File: src/rtl/rfv_isqrt.sv
// pipelined digit-by-digit integer square root, two root bits per stage
module rfv_isqrt #(
  parameter int RAD_W = 44,
  parameter int TAG_W = 8
) (
  input  logic                 clk_i,
  input  logic                 rst_ni,
  input  logic                 valid_i,
  input  logic [RAD_W-1:0]     rad_i,
  input  logic [TAG_W-1:0]     tag_i,
  output logic                 valid_o,
  output logic [RAD_W/2-1:0]   root_o,
  output logic [TAG_W-1:0]     tag_o
);

  localparam int NSTG  = RAD_W / 4;
  localparam int QE    = RAD_W / 2;
  localparam int REM_W = QE + 2;

  logic             vld_q  [NSTG];
  logic [REM_W-1:0] rem_q  [NSTG];
  logic [QE-1:0]    root_q [NSTG];
  logic [RAD_W-1:0] rad_q  [NSTG];
  logic [TAG_W-1:0] tag_q  [NSTG];

  for (genvar s = 0; s < NSTG; s++) begin : g_stage
    logic             vld_in;
    logic [REM_W-1:0] rem_in;
    logic [QE-1:0]    root_in;
    logic [RAD_W-1:0] rad_in;
    logic [TAG_W-1:0] tag_in;
    logic [REM_W-1:0] rem_nx;
    logic [QE-1:0]    root_nx;
    logic [RAD_W-1:0] rad_nx;

    if (s == 0) begin : g_first
      assign vld_in  = valid_i;
      assign rem_in  = '0;
      assign root_in = '0;
      assign rad_in  = rad_i;
      assign tag_in  = tag_i;
    end else begin : g_next
      assign vld_in  = vld_q[s-1];
      assign rem_in  = rem_q[s-1];
      assign root_in = root_q[s-1];
      assign rad_in  = rad_q[s-1];
      assign tag_in  = tag_q[s-1];
    end

    always_comb begin
      logic [REM_W-1:0] sh;
      logic [REM_W-1:0] trial;
      rem_nx  = rem_in;
      root_nx = root_in;
      rad_nx  = rad_in;
      sh      = '0;
      trial   = '0;
      for (int j = 0; j < 2; j++) begin
        sh    = {rem_nx[QE-1:0], rad_nx[RAD_W-1 -: 2]};
        trial = {root_nx, 2'b01};
        if (sh >= trial) begin
          rem_nx  = sh - trial;
          root_nx = {root_nx[QE-2:0], 1'b1};
        end else begin
          rem_nx  = sh;
          root_nx = {root_nx[QE-2:0], 1'b0};
        end
        rad_nx = rad_nx << 2;
      end
    end

    always_ff @(posedge clk_i or negedge rst_ni) begin
      if (!rst_ni) begin
        vld_q[s] <= 1'b0;
      end else begin
        vld_q[s] <= vld_in;
      end
    end

    always_ff @(posedge clk_i) begin
      rem_q[s]  <= rem_nx;
      root_q[s] <= root_nx;
      rad_q[s]  <= rad_nx;
      tag_q[s]  <= tag_in;
    end
  end

  assign valid_o = vld_q[NSTG-1];
  assign root_o  = root_q[NSTG-1];
  assign tag_o   = tag_q[NSTG-1];

endmodule

File: config.mk
export PLATFORM = sky130hd
export DESIGN_NAME = rfv_isqrt
export DESIGN_NICKNAME = d
export VERILOG_FILES = /design/src/rtl/rfv_isqrt.sv
export SDC_FILE = /design/constraint.sdc
export NUM_CORES = 1
export LEC_CHECK = 0
export BUFFER_PORTS_ARGS = -buffer_cell sky130_fd_sc_hd__buf_2
export CAP_MARGIN = 5
export CORE_MARGIN = 5
export CORE_UTILIZATION = 46
export CTS_BUF_LIST = sky130_fd_sc_hd__clkbuf_8
export CTS_CLUSTER_SIZE = 10
export DETAILED_ROUTE_END_ITERATION = 10
export SLEW_MARGIN = 20
export SYNTH_ARGS = -nofsm -noshare
export SYNTH_HDL_FRONTEND = slang
export SYNTH_SLANG_ARGS = --single-unit
File: constraint.sdc
create_clock -name clk_i -period 5.54 [get_ports clk_i]
set_clock_uncertainty 0.15 [all_clocks]
set_input_delay 0.554 -clock clk_i [delete_from_list [all_inputs] [get_ports clk_i]]
set_output_delay 0.554 -clock clk_i [all_outputs]
set_load 0.1 [all_outputs]
**Word level (Yosys, flattened, before mapping)**

Memory sizes are Yosys's and may differ from the RTL's.
Cells that the tools add are included.
W data, S select, Z words.

- Register bits: 11
- Word-level logic and storage cells: 103
- Output and inout bits: 31
- Memories kept: 4
- RAM bits: 1034
- Bits of input ports: 55

- Magnitude comparators: 22
- $add $sub $neg: 22
- Mux-type cells: 44

Memory list:

| memory | words | width | rd ports | clocked after Yosys merged registers in | write ports | line | source |
|---|---|---|---|---|---|---|---|
| rad_q | 11 | 40 | 10 | 0 | 11 | 23 | `logic [RAD_W-1:0] rad_q [NSTG];` |
| rem_q | 11 | 24 | 10 | 0 | 11 | 21 | `logic [REM_W-1:0] rem_q [NSTG];` |
| root_q | 11 | 22 | 11 | 0 | 11 | 22 | `logic [QE-1:0] root_q [NSTG];` |
| tag_q | 11 | 8 | 11 | 0 | 11 | 24 | `logic [TAG_W-1:0] tag_q [NSTG];` |

Operators with widths:

| cell | number |
|---|---|
| $ge A24 B24 Y1 | 20 |
| $mux W24 | 11 |
| $mux W22 | 11 |
| $sub A24 B24 Y24 | 10 |
| $sub A22 B22 Y22 | 10 |
| $ge A24 B3 Y1 | 1 |
| $sub A24 B3 Y24 | 1 |
| $mux W1 | 22 |
| $sub A2 B1 Y3 const B | 1 |
| $ge A2 B1 Y1 const B | 1 |

**Logic depth before layout (Yosys ltp)**

An unclocked memory read counts as a cell.

- Word-level depth: 5
- Depth in mapped cells: 27
- Mapped depth without buffers: 25

**Worst setup path after synthesis**

OpenSTA, ideal clock, no wires.

- Path type: reg2reg
- From: memory root_q[8][14] (netlist bit)
- To: memory rem_q[9][4] (netlist bit)
- Library setup time: 121 ps
- Required time: 5269 ps
- Stages on the path, launching flop included: 23
- Arrival: 4909 ps
- Period minus slack after synthesis: 5179 ps
- Buffers on the path: 4
- Slack: 361 ps
- Cells stage by stage: dfxtp_1 > inv_1 > ha_1 > and4_1 > and3_1 > nand4_1 > o2111ai_1 > clkbuf_1 > inv_1 > clkbuf_1 > ha_1 > buf_1 > nor3_1 > nor2_1 > o41ai_1 > a211oi_1 > o22ai_1 > o41ai_2 > o211ai_1 > a31o_2 > a21oi_1 > buf_2 > mux2_2

RTL lines:

| item | line |
|---|---|
| from (decl) | 22 |
| to (decl) | 21 |

==> impl_results.md <==
- Finished Cell Area: 0.0366 mm²
- Antenna violations before repair: 6
- PortBufs: 85
- Syn Area/Cell: 9.11 µm²
- Share of the synthesized area in the top cell type: 40.7%
- Unrepaired setup endpoints after global routing: false
- Area Growth Syn to Fin: 15.0%
- Final Total Pwr: 16.5 mW
- Max cap viols: 0
- Final slew viol count: 0
- Largest net degree at the start of global routing: 35
- HP Class: in2async
- DRC Markers: 0
- Minimum clock period: 5.21 ns
- CTS max path bufs: 3
- Layout cells sized above 1: 11.4%
- Seq/Total Area, Yosys: 41.6%
- Mapped Area: 0.0318 mm²
- I/O pin cnt: 86
- Crit path max fanout: 25
- Power per standard cell area: 451 mW/mm²
- Core Util, Final: 53.4%
- Num rows: 96
- # setup viols final: 0
- Placed cells: 4510
- Peak Freq: 0.192 GHz
- Setup crit end kind: register
- DRT Pass-1 Iters: 7
- Post-Synth XOR/XNOR Area: 8.25%
- Compound-gate portion of the synthesized area: 17.2%
- Period utilization: 94.1%
- DP HPWL: 58400 µm
- Mux cell area share after synthesis: 2.26%
- Critical Path Source: root_q[5][7]
- Clk slew on worst S/H paths: 0.07 ns
- FF-to-FF Start: root_q[5][7]
- DRT Wirelength: 74400 µm
- Global-route wire length before repair: 121000 µm
- Synth area leader: dfxtp_1
- Initial detailed-routing violation count: 1421
- Gpl congestion: 0.892
- Final hold violations: 0
- Synthesis Warnings: 0
- Pre-CTS setup slack: 0.140 ns
- Final ANT Viol Nets: 0
- Kind of critical path: reg2reg
- Adder-cell share of the synthesized area: 10.7%
- DIE WIDTH: 273 µm
- Height of the die: 273 µm
- Number of buffers created by CTS: 104
- Vias in the first global route: 23864
- Core area: 0.0686 mm²
- Asr flop ratio synth: 1.67%
- Cells after synthesis: 3496
- CTS tree: done
- H-tree level count: 3
- Layout Cells excl Fill: 4764
- Worst EP arrival: 5.68 ns
- Tightest Pin Transition: 0.793 ns
- Setup TNS: 0 ns
- Clock Sinks: 659
- Per-cell routed wire length: 15.6 µm
- Worst hold margin: 0.0925 ns
- Initial core utilization: 46.4%
- Max VDD drop: 0.254 mV
- Count of different cell masters after synthesis: 98
- CP startpoint kind: register
- FILL cells: 6342
- Status: completed
- Global route total overflow: 0
- Via count: 24889
- Clock latency on the worst-skew pair: 0.72 ns
- GRT Util Overall: 19.5%
- FF+latch count, synth: 659
- Main flop type after synthesis: dfxtp_1
- Largest family of logic cells by synthesized area: compound AO/OA/AOI/OAI gates
- Total leakage power: 17.3 nW
- Data required, critical path: 6.01 ns
- Simple-gate share of the synthesized area: 16.3%
- Die ar.: 0.0746 mm²
- Vias/cell: 5.22
- Clk root buf: clkbuf_8
- Slew HR: 46.4%
- Post-synth EDFFs: 0
- Area post-placement: 0.0337 mm²
- Setup WS post-layout: 0.327 ns
- Synth area leaders: dfxtp_1 (41%), ha_1 (11%), xnor2_1 (5.4%)
- Nets: 4074
-- cell usage after synthesis, types with 40 or more instances --
cell type,n
a21o_1,100
o21a_1,40
xor2_1,102
nand2_1,276
nor2b_1,40
o21ai_0,175
mux2_2,46
nor3_1,87
ha_1,272
a21oi_1,255
inv_1,232
xnor2_1,198
dfxtp_1,648
nand3_1,63
nor2_1,292
nand2b_1,43
-- cells by family after synthesis --
| family | count (synthesis) |
|---|---|
| AO/OA/AOI/OAI | 845 |
| other | 1 |
| buffers and inverters | 300 |
| AND/OR/NAND/NOR | 1053 |
| flip-flops | 659 |
| XOR/XNOR | 300 |
| multiplexers | 66 |
| adder cells (fa/ha/maj) | 272 |
-- critical path, cell delays in order, from the launching register on --
cell      delay [ns]
dfxtp_1         0.32
inv_1           0.06
ha_1            0.35
a21o_1          0.20
a21o_1          0.16
a21oi_1         0.20
o211ai_1        0.19
or4_1           0.61
buf_6           0.21
nor2_1          0.11
a21oi_1         0.09
ha_1            0.38
nand2_1         0.10
nor2_1          0.15
nand2_1         0.14
nor2_1          0.16
nand4_1         0.14
or4_1           0.48
nand3_1         0.15
nor3_2          0.08
a2111o_1        0.38
a21oi_1         0.16
xnor2_1         0.16
-- path summary, 6_finish.rpt --
path | end | slack [ns] | cells past startpoint
hold / removal | g_stage[10].vld_in | 0.09 | 2
max in group asynchronous | g_stage[3].vld_in | 4.93 | 2
hold reg to reg | rad_q[5][35] | 0.16 | 0
setup reg to reg | rem_q[6][18] | 0.33 | 22
min in group clk_i | rad_q[5][35] | 0.16 | 0
setup / recovery | rem_q[6][18] | 0.33 | 22
-- where the power goes --
group	switching [mW]	total (mW)	internal, mW
sequential	0.612	6.15	5.54
combinational	3.48	6.07	2.59
clock	1.91	4.28	2.37
-- registers in the layout, indices dropped and copies added, names as in the netlist --
name            count
rem_q             208
g_stage.vld_in     10
root_q            132
rad_q             220
tag_q              88
valid_o             1
-- final cells by class --
cell class                      count  area [µm²]  area share, %
Multi-Input combinational cell   2538       17500           47.9
Sequential cell                   659       13200           36.2
Timing Repair Buffer              205        1510           4.12
Antenna cell                        4        10.0         0.0273
Inverter                          239         897           2.45
Clock inverter                     56         449           1.23
Tap cell                          931        1160           3.18
Clock buffer                      132        1820           4.96
-- cell usage in the layout, fill, tap and decap left out, types with 21 or more instances in the layout --
| cell | instances |
|---|---|
| a211oi_1 | 21 |
| a21o_1 | 100 |
| a21oi_1 | 252 |
| a31oi_1 | 23 |
| and3_1 | 32 |
| buf_2 | 85 |
| buf_4 | 59 |
| clkbuf_8 | 132 |
| dfxtp_1 | 648 |
| dlygate4sd3_1 | 57 |
| ha_1 | 271 |
| inv_1 | 263 |
| mux2_2 | 46 |
| nand2_1 | 276 |
| nand2b_1 | 43 |
| nand3_1 | 63 |
| nand4_1 | 36 |
| nor2_1 | 292 |
| nor2b_1 | 40 |
| nor3_1 | 87 |
| nor4_1 | 29 |
| o21a_1 | 40 |
| o21ai_0 | 172 |
| o21bai_1 | 31 |
| o31ai_1 | 25 |
| or2_2 | 23 |
| or3_1 | 32 |
| xnor2_1 | 198 |
| xor2_1 | 102 |
-- what timing repair did --
action                     4_1_cts  5_1_grt
hold buffers                    57        0
gates resized for setup          0       16
hold endpoints to repair        66        0
setup endpoints to repair        0       49
setup buffers                    0        5
-- metal layers --
layer / wire length (µm) / vias to the layer above / part of all wire (%) / global-route usage [%]
met1: 35900 / 11417 / 48 / 27.3
met5: 0 / - / 0 / 0
met2: 33300 / 510 / 45 / 31.3
met3: 3460 / 120 / 4.7 / 2.91
met4: 1720 / 0 / 2.3 / 5.80
li1: - / 12842 / - / -
(Power assumes the default switching activity.)
